===== src/rtl/cpr_pkg.sv =====
// shared constants, types and controller states for the clock page replacement unit
// no dependencies
package cpr_pkg;

    localparam int CPR_FRAMES    = 8;
    localparam int CPR_PAGE_BITS = 20;
    localparam int CFG_W         = 4;
    localparam int FIDX_W        = 3;
    localparam int FAULT_W       = 32;

    localparam logic [CFG_W-1:0]   CFG_RESET = 4'd7;
    localparam logic [FAULT_W-1:0] FAULT_MAX = '1;

    typedef enum logic [4:0] {
        S_IDLE   = 5'b00001,
        S_LOOKUP = 5'b00010,
        S_SWEEP  = 5'b00100,
        S_WRITE  = 5'b01000,
        S_FINISH = 5'b10000
    } t_state;

    // controller to datapath
    typedef struct packed {
        logic start;     // latch page, reset lookup scan
        logic lookup;    // step the lookup scan
        logic take_hit;  // record the hit frame
        logic miss;      // lookup ended without a match, fix up the hand
        logic sweep;     // step the hand over set reference bits
        logic commit;    // place the page in the victim frame
        logic load_out;  // move the result into the output register
    } t_cmd;

    // datapath to controller
    typedef struct packed {
        logic hit_found;
        logic scan_miss;
        logic ref_at_hand;
        logic out_free;
    } t_sts;

endpackage


===== src/rtl/cpr_ctrl.sv =====
// controller state machine for the clock page replacement unit
// depends on cpr_pkg
module cpr_ctrl
    import cpr_pkg::*;
(
    input  logic i_clk,
    input  logic i_rst_n,
    input  logic i_in_valid,
    input  t_sts i_sts,
    output t_cmd o_cmd,
    output logic o_in_stall
);

    t_state r_state;
    t_state n_state;

    always_ff @(posedge i_clk) begin
        if (!i_rst_n) begin
            r_state <= S_IDLE;
        end else begin
            r_state <= n_state;
        end
    end

    always_comb begin
        n_state = r_state;
        o_cmd   = '0;
        case (r_state)
            S_IDLE: begin
                if (i_in_valid) begin
                    o_cmd.start = 1'b1;
                    n_state     = S_LOOKUP;
                end
            end
            S_LOOKUP: begin
                o_cmd.lookup = 1'b1;
                if (i_sts.hit_found) begin
                    o_cmd.take_hit = 1'b1;
                    n_state        = S_FINISH;
                end else if (i_sts.scan_miss) begin
                    o_cmd.miss = 1'b1;
                    n_state    = S_SWEEP;
                end
            end
            S_SWEEP: begin
                o_cmd.sweep = 1'b1;
                // victim read goes out at the hand in the cycle the bit is seen clear
                if (!i_sts.ref_at_hand) begin
                    n_state = S_WRITE;
                end
            end
            S_WRITE: begin
                o_cmd.commit = 1'b1;
                n_state      = S_FINISH;
            end
            S_FINISH: begin
                if (i_sts.out_free) begin
                    o_cmd.load_out = 1'b1;
                    n_state        = S_IDLE;
                end
            end
            default: begin
                n_state = S_IDLE;
            end
        endcase
    end

    assign o_in_stall = (r_state != S_IDLE);

endmodule


===== src/rtl/cpr_datapath.sv =====
// frame store, reference bits, clock hand, fault counter and result registers
// depends on cpr_pkg
module cpr_datapath
    import cpr_pkg::*;
#(
    parameter int FRAMES    = CPR_FRAMES,
    parameter int PAGE_BITS = CPR_PAGE_BITS
) (
    input  logic                 i_clk,
    input  logic                 i_rst_n,
    input  t_cmd                 i_cmd,
    output t_sts                 o_sts,
    input  logic [PAGE_BITS-1:0] i_page_number,
    input  logic                 i_cfg_wr_en,
    input  logic [CFG_W-1:0]     i_cfg_wr_data,
    input  logic                 i_out_stall,
    output logic                 o_out_valid,
    output logic                 o_hit,
    output logic [FIDX_W-1:0]    o_frame_index,
    output logic                 o_evicted_valid,
    output logic [PAGE_BITS-1:0] o_evicted_page,
    output logic [FAULT_W-1:0]   o_fault_total
);

    localparam int HW = (FRAMES > 1) ? $clog2(FRAMES) : 1;
    localparam int CW = $clog2(FRAMES + 1);

    logic [PAGE_BITS-1:0] mem_page [FRAMES];
    logic [PAGE_BITS-1:0] r_rd_data;
    logic [HW-1:0]        rd_addr;

    logic [CFG_W-1:0]     r_cfg;
    logic [FRAMES-1:0]    r_valid;
    logic [FRAMES-1:0]    r_ref;
    logic [HW-1:0]        r_hand;
    logic [FAULT_W-1:0]   r_faults;
    logic [PAGE_BITS-1:0] r_page;
    logic [CW-1:0]        r_nfr;
    logic [CW-1:0]        r_scan;
    logic                 r_cmp_vld;
    logic [HW-1:0]        r_cmp_idx;
    logic [HW-1:0]        r_slot;
    logic                 r_hit;
    logic                 r_ev_valid;
    logic [PAGE_BITS-1:0] r_ev_page;

    logic                 r_out_valid;
    logic                 r_out_hit;
    logic [HW-1:0]        r_out_slot;
    logic                 r_out_ev_valid;
    logic [PAGE_BITS-1:0] r_out_ev_page;
    logic [FAULT_W-1:0]   r_out_faults;

    logic [CW-1:0] n_nfr;
    logic [HW-1:0] n_hand_step;
    logic [HW-1:0] n_hand_after;
    logic          scan_issue;
    logic          hit_now;

    // active frame count clamped to one..FRAMES
    always_comb begin
        if (r_cfg == '0) begin
            n_nfr = CW'(1);
        end else if (32'(r_cfg) > FRAMES) begin
            n_nfr = CW'(FRAMES);
        end else begin
            n_nfr = CW'(r_cfg);
        end
    end

    assign n_hand_step  = ((CW'(r_hand) + CW'(1)) == r_nfr) ? '0 : r_hand + HW'(1);
    assign n_hand_after = ((CW'(r_slot) + CW'(1)) == r_nfr) ? '0 : r_slot + HW'(1);

    assign scan_issue = i_cmd.lookup && (r_scan < r_nfr);
    assign rd_addr    = i_cmd.lookup ? r_scan[HW-1:0] : r_hand;
    assign hit_now    = r_cmp_vld && r_valid[r_cmp_idx] && (r_rd_data == r_page);

    assign o_sts.hit_found   = hit_now;
    assign o_sts.scan_miss   = r_cmp_vld && !hit_now
                               && ((CW'(r_cmp_idx) + CW'(1)) == r_nfr);
    assign o_sts.ref_at_hand = r_ref[r_hand];
    assign o_sts.out_free    = !r_out_valid || !i_out_stall;

    // page store: one write port, one registered read port
    always_ff @(posedge i_clk) begin
        r_rd_data <= mem_page[rd_addr];
        if (i_cmd.commit) begin
            mem_page[r_slot] <= r_page;
        end
    end

    always_ff @(posedge i_clk) begin
        if (!i_rst_n) begin
            r_cfg     <= CFG_RESET;
            r_valid   <= '0;
            r_ref     <= '0;
            r_hand    <= '0;
            r_faults  <= '0;
            r_cmp_vld <= 1'b0;
        end else begin
            if (i_cfg_wr_en) begin
                r_cfg <= i_cfg_wr_data;
            end
            if (i_cmd.start) begin
                r_cmp_vld <= 1'b0;
            end else if (i_cmd.lookup) begin
                r_cmp_vld <= scan_issue;
            end
            if (i_cmd.take_hit) begin
                r_ref[r_cmp_idx] <= 1'b1;
            end
            // a hand left outside a shrunken range restarts at frame zero
            if (i_cmd.miss && (CW'(r_hand) >= r_nfr)) begin
                r_hand <= '0;
            end
            if (i_cmd.sweep && r_ref[r_hand]) begin
                r_ref[r_hand] <= 1'b0;
                r_hand        <= n_hand_step;
            end
            if (i_cmd.commit) begin
                r_valid[r_slot] <= 1'b1;
                r_ref[r_slot]   <= 1'b1;
                r_hand          <= n_hand_after;
                if (r_faults != FAULT_MAX) begin
                    r_faults <= r_faults + FAULT_W'(1);
                end
            end
        end
    end

    always_ff @(posedge i_clk) begin
        if (i_cmd.start) begin
            r_page <= i_page_number;
            r_nfr  <= n_nfr;
            r_scan <= '0;
        end else if (scan_issue) begin
            r_scan    <= r_scan + CW'(1);
            r_cmp_idx <= r_scan[HW-1:0];
        end
        if (i_cmd.take_hit) begin
            r_hit      <= 1'b1;
            r_slot     <= r_cmp_idx;
            r_ev_valid <= 1'b0;
            r_ev_page  <= '0;
        end
        if (i_cmd.sweep && !r_ref[r_hand]) begin
            r_slot <= r_hand;
        end
        if (i_cmd.commit) begin
            r_hit      <= 1'b0;
            r_ev_valid <= r_valid[r_slot];
            r_ev_page  <= r_valid[r_slot] ? r_rd_data : '0;
        end
    end

    // output register, parts the result from the next item's work
    always_ff @(posedge i_clk) begin
        if (!i_rst_n) begin
            r_out_valid <= 1'b0;
        end else if (i_cmd.load_out) begin
            r_out_valid <= 1'b1;
        end else if (!i_out_stall) begin
            r_out_valid <= 1'b0;
        end
    end

    always_ff @(posedge i_clk) begin
        if (i_cmd.load_out) begin
            r_out_hit      <= r_hit;
            r_out_slot     <= r_slot;
            r_out_ev_valid <= r_ev_valid;
            r_out_ev_page  <= r_ev_page;
            r_out_faults   <= r_faults;
        end
    end

    assign o_out_valid     = r_out_valid;
    assign o_hit           = r_out_hit;
    assign o_frame_index   = FIDX_W'(r_out_slot);
    assign o_evicted_valid = r_out_ev_valid;
    assign o_evicted_page  = r_out_ev_page;
    assign o_fault_total   = r_out_faults;

endmodule


===== src/rtl/clock_page_replacement_unit.sv =====
// Second-chance (clock) page replacement over FRAMES page frames. One page reference per
// input item, one result item per reference. With n the active frame count, a lookup walks
// the first n frames of the page store, one frame a cycle through its single read port,
// until it finds the page; a miss then sweeps the hand, clearing each set reference bit it
// passes, to the first frame with a clear bit and places the page there. A stalled output
// register keeps the result waiting. One item is in work at a time; the next is accepted
// as soon as the result is in the output register. The fault counter saturates at its
// all-ones value.
// top level; depends on cpr_pkg, cpr_ctrl and cpr_datapath
module clock_page_replacement_unit
    import cpr_pkg::*;
#(
    parameter int FRAMES    = CPR_FRAMES,
    parameter int PAGE_BITS = CPR_PAGE_BITS
) (
    input  logic                 i_clk,
    input  logic                 i_rst_n,
    input  logic                 i_cfg_wr_en,
    input  logic [CFG_W-1:0]     i_cfg_wr_data,
    input  logic                 i_in_valid,
    output logic                 o_in_stall,
    input  logic [PAGE_BITS-1:0] i_page_number,
    output logic                 o_out_valid,
    input  logic                 i_out_stall,
    output logic                 o_hit,
    output logic [FIDX_W-1:0]    o_frame_index,
    output logic                 o_evicted_valid,
    output logic [PAGE_BITS-1:0] o_evicted_page,
    output logic [FAULT_W-1:0]   o_fault_total
);

    t_cmd cmd;
    t_sts sts;

    cpr_ctrl u_ctrl (
        .i_clk      (i_clk),
        .i_rst_n    (i_rst_n),
        .i_in_valid (i_in_valid),
        .i_sts      (sts),
        .o_cmd      (cmd),
        .o_in_stall (o_in_stall)
    );

    cpr_datapath #(
        .FRAMES    (FRAMES),
        .PAGE_BITS (PAGE_BITS)
    ) u_datapath (
        .i_clk           (i_clk),
        .i_rst_n         (i_rst_n),
        .i_cmd           (cmd),
        .o_sts           (sts),
        .i_page_number   (i_page_number),
        .i_cfg_wr_en     (i_cfg_wr_en),
        .i_cfg_wr_data   (i_cfg_wr_data),
        .i_out_stall     (i_out_stall),
        .o_out_valid     (o_out_valid),
        .o_hit           (o_hit),
        .o_frame_index   (o_frame_index),
        .o_evicted_valid (o_evicted_valid),
        .o_evicted_page  (o_evicted_page),
        .o_fault_total   (o_fault_total)
    );

endmodule

===== config.mk =====
export PLATFORM = sky130hd
export DESIGN_NAME = clock_page_replacement_unit
export DESIGN_NICKNAME = d
export VERILOG_FILES = /design/src/rtl/cpr_pkg.sv /design/src/rtl/cpr_ctrl.sv /design/src/rtl/cpr_datapath.sv /design/src/rtl/clock_page_replacement_unit.sv
export SDC_FILE = /design/constraint.sdc
export NUM_CORES = 1
export LEC_CHECK = 0
export ABC_CLOCK_PERIOD_IN_PS = 5460
export BUFFER_PORTS_ARGS = -buffer_cell sky130_fd_sc_hd__buf_2
export CORE_ASPECT_RATIO = 1.25
export CORE_UTILIZATION = 59
export CTS_CLUSTER_DIAMETER = 60
export DETAILED_ROUTE_END_ITERATION = 10
export HOLD_SLACK_MARGIN = 0.05
export MAX_ROUTING_LAYER = met4
export PLACE_DENSITY = 0.76
export SETUP_SLACK_MARGIN = 0.2
export SLEW_MARGIN = 20
export SYNTH_ARGS = -nofsm -noshare
export SYNTH_HDL_FRONTEND = slang
export SYNTH_SLANG_ARGS = --single-unit
export TNS_END_PERCENT = 50

===== constraint.sdc =====
create_clock -name i_clk -period 5.46 [get_ports i_clk]
set_input_delay 0.273 -clock i_clk [delete_from_list [all_inputs] [get_ports i_clk]]
set_output_delay 0.273 -clock i_clk [all_outputs]
set_load 0.1 [all_outputs]

==> flow_results.org, run 1 <==
** Clock network
- In this run, CTS created clock tree buffers numbering 35.
- Deepest clock path buffer count :: 3
- CTS HTree Levels :: 2
- Number of buffers added for setup after CTS :: 0
- Clock transition at the registers of the reported paths :: 0.06 ns
- TritonCTS built the clock tree.
- Clock latency on the worst-skew pair, taken at its later pin, is 0.51 ns.
- The cell sitting at the root of the clock tree is a sky130_fd_sc_hd__clkbuf_16.
- The tree built by TritonCTS fans out to 355 sinks.

** Setup path
- The slowest stage of the critical path belongs to the cell sky130_fd_sc_hd__nand3_1.
- Maximum fanout along the worst path :: 30
- Count of cells along the worst register-to-register path :: 7
- Traced cell by cell, the critical path runs through nor3_1, nand3_1, nand2_2, buf_4, a211oi_1, a311oi_1, a31o_2.
- Endpoint required time on the critical path :: 5.91 ns
- STA classifies the critical path startpoint as a register.
- Largest incremental delay on the critical path :: between 0.8 and 0.9 ns
- By startpoint and endpoint, the worst setup path is classified as reg -> reg.
- Critical Path End Type :: register
- Beginning of the worst register-to-register path :: u_ctrl.r_state[4]
- Reg-to-reg slack, setup :: 2.09 ns
- Arrival time at the worst endpoint :: 3.82 ns
- Reg2reg end :: u_datapath.r_rd_data[6]

** Synthesis
- The commonest cells after synthesis are sky130_fd_sc_hd__edfxtp_1, sky130_fd_sc_hd__nand2_1, sky130_fd_sc_hd__dfxtp_1, sky130_fd_sc_hd__nor2_1, sky130_fd_sc_hd__nand3_1.
- Flop and latch count out of synthesis :: around 360
- Counting every instance in the synthesized netlist gives 1082.
- For this run, the number of Yosys warnings is 0.
- Of all cell types, the one taking the most synthesized area is sky130_fd_sc_hd__edfxtp_1.
- Number of synthesized flops with an enable pin :: 268
- Sorting the synthesized cells by area gives the leading types as sky130_fd_sc_hd__edfxtp_1, sky130_fd_sc_hd__dfxtp_1, sky130_fd_sc_hd__nand2_1.
- The cell area that synthesis handed to floorplanning was 0.01412 mm^2.
- Syn Nets :: around 1100
- Post-synth top area share :: between 50% and 60%
- Synthesis instantiated 63 different standard cells from the library.
- Among all cell types in the netlist, the one instantiated most often is sky130_fd_sc_hd__edfxtp_1.
- Among all flip-flop cells after synthesis, the most frequent one is sky130_fd_sc_hd__edfxtp_1.
- Share of flip-flops with an asynchronous set or reset :: 0%
- Sequential elements use a little over two thirds of the synthesized area.
- Post-synthesis average cell area :: 13.05 um^2

** STA
- Hold Worst Slack :: roughly 0.10 ns
- Maximum achievable frequency :: 296.7 MHz
- Maximum clock skew at final layout :: ~0.015 ns
- The worst path uses 61.74% of the clock period.
- Final-report hold violation count :: 0
- Summed over all failing endpoints, the final setup total negative slack is 0 ns.
- Final slew viol count :: 0
- Setup repair after global routing missed its margin :: no
- The clock period could shrink to about 3.4 ns.
- Count of endpoints failing setup in the final report :: 0
- At the pin with the least slew margin, the transition time is 1.025 ns.
- Worst slew margin relative to its limit :: 31.45%

** Global routing
- First-pass GRT wire length :: 47350 um
- Maximum number of pins on one net before global-route repair :: 81
- The initial antenna violation count is 0.
- Summed over all layers, the global routing overflow is 0.
- Number of global-route vias before repair :: 8799
- Global-route usage over all layers :: 25.96%

** Job
- Across the run, the number of max-cap violations was 0.

** Detailed routing
- For this block, the initial DRC count from the detailed router was 660.
- In the routed design, unresolved DRC markers number 0.
- Vias :: 9087
- Number of iterations in the first detailed-routing pass :: 5
- The final layout contains routed wiring with a total length of 30080 um.
- Number of antenna-violating nets in the routed design :: 0
- After detailed routing, the average wire length per cell comes to 19.96 um.
- In the routed layout, each cell is associated on average with a via count of 6.030.

** Placement
- HPWL reported at the end of detailed placement :: approximately 18000 um
- Routability-driven placement finished with a final weighted congestion of 0.8993.
- Placement Cell Area :: ~0.015 mm^2
- The count of buffers added on input and output ports is 87.

** Cells and area
- Final core occ :: 70.15%
- Area of all placed cells without fillers :: 0.01627 mm^2
- The net count of the finished layout is 1233.
- After filler insertion, the fill cell instance count of the layout stands at 1570.
- The number of antenna diodes in the final layout is 0.
- The area growth from synthesis to layout is 15.27%.
- In the final layout, the share of cells above drive strength 1 is 17.47%.

** Floorplanning
- After floorplanning, the core was sized to cover 0.02319 mm^2.
- During I/O placement, the number of pins put on the boundary was 88.
- For this configuration, the core starts out at a cell density of 60.86%.
- The die is 140.4 um wide.
- Die Span Y :: 174.9 um
- Row Count :: just over 60
- Die area :: 0.02455 mm^2

** Min path
- Hold-critical path depth :: 3
- The worst hold path terminates at u_ctrl.r_state[3].
- Hold Crit Start :: i_rst_n
- The worst hold path belongs to the class in -> reg.

** Power
- P per Cell Area :: 338.0 mW/mm^2
- VDD sags by at most 0.2346 mV.
- Overall power consumption after layout is estimated at ~5.5 mW.
- For this design the static power due to leakage is 5.627 nW.

** Status
- The run finished with clean final reports.
[kinds of logic (layout without fill, tap and decap cells)]
family | Yosys count | in the layout | share of synthesized area, %
AOI/OAI and AO/OA | 154 | 154 | 7.969
xor gates and xnor gates | 50 | 50 | 3.102
adders and majority gates | 11 | 11 | 0.9750
buffers and inverters | 73 | 210 | 2.101
DFF | 355 | 355 | 69.35
muxes | 17 | 17 | 1.507
and+or+nand+nor | 422 | 422 | 15.00
[worst max path at each step]
stage | startpoint | end | slack [ns] | depth (start not counted)
detailed placement | u_ctrl.r_state[4] | u_datapath.r_rd_data[6] | 2.23 | 7
CTS | u_ctrl.r_state[4] | u_datapath.r_rd_data[3] | 2.20 | 7
floorplan | u_datapath.o_out_valid | u_datapath.o_evicted_page[0] | 1.42 | 1
global route | u_ctrl.r_state[4] | u_datapath.r_rd_data[3] | 1.88 | 7
global placement | u_datapath.r_page[1] | u_datapath.r_ev_page[4] | 2.36 | 7
finish | u_ctrl.r_state[4] | u_datapath.r_rd_data[6] | 2.09 | 7
[state kept, by name, summed over array words and instances, names as in the netlist, 20 cells and up]
register,count
u_datapath.mem_page,160
u_datapath.o_evicted_page,20
u_datapath.o_fault_total,32
u_datapath.r_ev_page,20
u_datapath.r_faults,32
u_datapath.r_page,20
u_datapath.r_rd_data,20
[repair_timing]
item,CTS,global route
hold buffers,27,0
resized for setup,0,0
hold endpoints to repair,24,0
[routing by layer]
| layer | share of wire (%) | vias to the layer above | wire length, um | track usage (%) |
|---|---|---|---|---|
| li1 | - | 4233 | - | - |
| met2 | 51 | 331 | 15460 | 44.79 |
| met4 | 3.5 | 0 | 1044 | 10.53 |
| met5 | 0 | - | 0 | - |
| met3 | 5.7 | 81 | 1711 | 3.946 |
| met1 | 39 | 4442 | 11860 | 30.46 |
[cell usage in the layout (no fill, tap or decap), types with 5 or more instances in the layout]
master                          synthesis  routed
sky130_fd_sc_hd__and3_1                28      28
sky130_fd_sc_hd__nand2_1              154     153
sky130_fd_sc_hd__and2_1                25      24
sky130_fd_sc_hd__clkbuf_16              0      37
sky130_fd_sc_hd__or3_1                 13      13
sky130_fd_sc_hd__a311oi_1              21      21
sky130_fd_sc_hd__a21oi_1               35      33
sky130_fd_sc_hd__a211oi_1              24      24
sky130_fd_sc_hd__ha_1                  11      11
sky130_fd_sc_hd__buf_4                  0      17
sky130_fd_sc_hd__nor2b_1                9       9
sky130_fd_sc_hd__edfxtp_1             268     268
sky130_fd_sc_hd__nor3_1                10       9
sky130_fd_sc_hd__xor2_1                34      34
sky130_fd_sc_hd__inv_1                 15      15
sky130_fd_sc_hd__mux2i_1               10       9
sky130_fd_sc_hd__nor2_1                68      65
sky130_fd_sc_hd__nor3_4                 3       6
sky130_fd_sc_hd__xnor2_1               16      16
sky130_fd_sc_hd__o21ai_0               17      17
sky130_fd_sc_hd__buf_2                 12      87
sky130_fd_sc_hd__nor4_1                 6       6
sky130_fd_sc_hd__a31oi_1                6       6
sky130_fd_sc_hd__dfxtp_1               87      87
sky130_fd_sc_hd__nand4_1               12      12
sky130_fd_sc_hd__a31o_2                21      21
sky130_fd_sc_hd__nand3_1               63      63
sky130_fd_sc_hd__dlygate4sd3_1          0      27
sky130_fd_sc_hd__a21o_1                 6       5
sky130_fd_sc_hd__nand2b_1               5       5
sky130_fd_sc_hd__clkbuf_1              42      10
[area by class of cell]
type / instances / area (um^2) / share of cell area [%]
tap: 288 / 360.3 / 2.215
clock buffer: 51 / 1018 / 6.259
multi-input combinational: 654 / 4110 / 25.26
timing repair buffer: 131 / 833.3 / 5.121
sequential: 355 / 9789 / 60.16
inverter: 16 / 60.06 / 0.3691
clock inverter: 12 / 100.1 / 0.6151
[stage by stage]
| stage | worst slack (ns) | cells |
|---|---|---|
| after floorplan | 1.420 | 1082 |
| after global placement | 2.364 | 1417 |
| after detailed placement | 2.228 | 1417 |
| after CTS | 2.197 | 1507 |
| after global routing | 1.878 | 1507 |
| final | 2.089 | 1507 |
[power by group]
part	switching, mW	leakage (nW)	total, mW	internal [mW]
Sequential	0.0592	3.07	3.00	2.94
Clock	0.970	0.540	2.32	1.35
Combinational	0.108	2.02	0.175	0.0670
Total	1.14	5.63	5.50	4.36
[critical path, delay by kind of cell (launching register included)]
family | cells | cell delay [ns]
buf+inv | 1 | 0.42
compound gates | 3 | 0.56
flops | 1 | 0.34
simple gates | 3 | 1.97
Note: power is estimated with default switching activity, not from simulation.
==> run 2: changes to the inputs <==
ABC_CLOCK_PERIOD_IN_PS = 3400   (was 5460)
clock period = 3.4 ns   (was 5.46 ns; I/O delays follow)
==> flow_results.org, run 2 (synthesis gave the netlist of run 1 again) <==
** Status
- Status :: complete, no violations

** Setup path
- Start-to-end type of the worst setup path :: reg -> reg
- STA classifies the critical path startpoint as a register.
- Arrival time at the worst endpoint :: 2.93 ns
- Beginning of the worst register-to-register path :: u_datapath.r_page[4]
- Of all nets on the critical path, the largest fanout is 13.
- Endpoint required time on the critical path :: ~3.6 ns
- The worst setup path is captured at a register.
- Launch point of the critical path :: u_datapath.r_page[4]

** Cells and area
- Area occupied by multi-input gates :: 0.004108 mm^2
- The library cells used most frequently in the layout, excluding fill and tap cells, are sky130_fd_sc_hd__edfxtp_1, sky130_fd_sc_hd__nand2_1, sky130_fd_sc_hd__buf_2, sky130_fd_sc_hd__dfxtp_1, sky130_fd_sc_hd__nor2_1.
- The finished cells cover 0.01654 mm^2.
- Fraction of final layout cells with drive strength greater than 1 :: 18.48%
- In the final design database the tool counted between 1000 and 1500 nets.
- Diode count :: 0
- Total of fill cells in the finished design :: 1520
- Layout Area Growth over Synthesis :: 17.19%
- Reg area :: 0.009789 mm^2
- Max FFs per register :: 160
- Leaving out fill and tap cells, the most frequent cell in the layout is sky130_fd_sc_hd__edfxtp_1.
- Register bank with the most flops :: u_datapath.mem_page

** Clock network
- In this run, post-CTS repair resized a total of 0 instances.
- Hold-fix buffers, CTS :: 34
- Clock latency on the worst-skew pair, taken at its later pin, is 0.52 ns.
- The clock net in this run drives a total of 355 sinks.
- The clock passes through at most 3 buffers.
- CTS root buffer :: sky130_fd_sc_hd__clkbuf_16
- Clock-pin slew was measured on the worst setup and hold paths at approximately 0.060 ns.
- CTS tree :: built
- Number of buffers created by CTS :: 35
- CTS HTree Levels :: 2
- Number of buffers added for setup after CTS :: 0

** Global routing
- The first global-routing pass estimated 46470 um of wire.
- Entering global routing, the biggest net connects 52 pins.
- Initial antenna violation count :: 0
- The number of global-route vias before repair came to 8889.
- Global-route usage over all layers :: 25.43%
- Total grt overflow :: 0

** Floorplanning
- Measured along the y axis, the die boundary spans 174.9 um.
- 88 I/O pins were placed.
- Initial standard-cell utilization of the core :: 60.86%
- The die is 140.4 um wide.
- The core region is 0.02319 mm^2.
- The floorplan step defined a die boundary enclosing roughly 0.025 mm^2.
- Row Count :: between 60 and 70

** STA
- The count of final max-slew check failures was 0.
- Maximum achievable frequency :: 367.9 MHz
- Worst slew margin relative to its limit :: 32.84%
- The count of final hold-check violations was 0.
- Crit path setup slack, layout :: around 0.68 ns
- Setup repair after global routing left no endpoint under its margin.
- Maximum clock skew at final layout :: 0.01077 ns
- Slew at the pin closest to its max-slew limit :: between 1 and 1.5 ns
- Min cycle time layout :: 2.718 ns
- Setup TNS Final :: 0 ns
- In the finished design, the share of the clock period the worst path needs comes to roughly four fifths.
- Count of endpoints failing setup in the final report :: 0

** Job
- The tool flagged a number of max-cap violations equal to 0.

** Power
- Combinational group share of total power :: under 10%
- Internal power contribution :: 7.175 mW
- Static leakage :: 5.782 nW
- The share of total power dissipated in the clock network is between 40% and 50%.
- IR analysis of the VDD net gives a maximum drop of 0.4427 mV.
- Power comes to approximately 9.0 mW.
- For this design the ratio of total power to cell area is roughly 540 mW/mm^2.
- Of the total power, registers draw 53.6%.
- Of the total power, the share spent switching nets is roughly a fifth.
- Net Switching :: 1.830 mW

** Detailed routing
- Routed wire length :: approximately 29000 um
- DRC violation count after routing :: 0
- The first TritonRoute pass finished after 5 iterations.
- Vias :: between 9000 and 10000
- The detailed router finished its first iteration with 710 violations.
- Vias per Instance :: 5.950
- In this run the remaining antenna-violating nets after routing total 0.
- Dividing the detail-routed wire length by the instance count gives 19.18 um.

** Placement
- Detailed placement finished with a half-perimeter wire length of ~18000 um.
- Before CTS, the worst setup slack after placement is 0.6762 ns.
- Routability cong. :: 0.9361
- Input/output buffers :: 87
- In this run the cell area measured after placement is 0.01502 mm^2.

** Min path
- The worst hold path begins at i_page_number[16].
- Worst hold path class :: in -> reg
## run 2: changes by cell type in the layout (fill, tap and decap cells not counted), sizes merged
cell / change
bufinv: +3
clkinvlp: -1
clkbuf: -7
buf: +12
clkinv: +4
inv: +2
dlygate4sd3: +7
## run 2: layout make-up
type | instances | area share, %
Clock inverter | 20 | 1.361
Tap cell | 288 | 2.178
Sequential cell | 355 | 59.18
Inverter | 16 | 0.3631
Clock buffer | 44 | 5.809
Timing Repair Buffer | 150 | 6.278
Multi-Input combinational cell | 654 | 24.83
## run 2: critical path, cell delays in order, from the launching register on
cell and delay [ns]:
sky130_fd_sc_hd__edfxtp_1 0.51, sky130_fd_sc_hd__xor2_1 0.25, sky130_fd_sc_hd__nor4_1 0.53, sky130_fd_sc_hd__nand4_1 0.18, sky130_fd_sc_hd__nor4_2 0.36, sky130_fd_sc_hd__nand2_1 0.19, sky130_fd_sc_hd__nand2_1 0.15, sky130_fd_sc_hd__buf_4 0.22
## run 2: final timing paths
path | end | slack, ns | depth (start not counted)
max reg2reg | u_datapath.r_ev_page[1] | 0.68 | 7
min reg2reg | u_datapath.o_evicted_page[14] | 0.41 | 0
min | u_datapath.r_page[16] | 0.36 | 2
max | u_datapath.r_ev_page[1] | 0.68 | 7
## run 2: through the flow
stage	hold slack, ns	std cells	util [%]
finish	0.3581	1527	71.32
global route	0.3516	1527	71.32
CTS	0.3433	1527	71.32
detailed placement	0.3481	1429	64.74
global placement	0.3460	1428	64.62
floorplan	0.2319	1082	-
## run 2: power by group through the flow
stage / Combinational [mW] / Clock [mW] / Sequential (mW)
floorplan: 0.181 / 0 / 4.88
global placement: 0.245 / 0 / 4.91
detailed placement: 0.251 / 0 / 4.91
CTS: 0.284 / 3.96 / 4.82
global route: 0.310 / 4.12 / 4.83
finish: 0.283 / 3.90 / 4.82
## run 2: metal layers
| layer | wire, um | share of wire (%) | track usage [%] | vias to the layer above |
|---|---|---|---|---|
| met5 | 0 | 0 | - | - |
| met1 | 11730 | 40 | 29.83 | 4401 |
| met2 | 15070 | 51 | 44.17 | 322 |
| met4 | 868 | 3.0 | 10.12 | 0 |
| li1 | - | - | - | 4294 |
| met3 | 1628 | 5.6 | 3.590 | 68 |
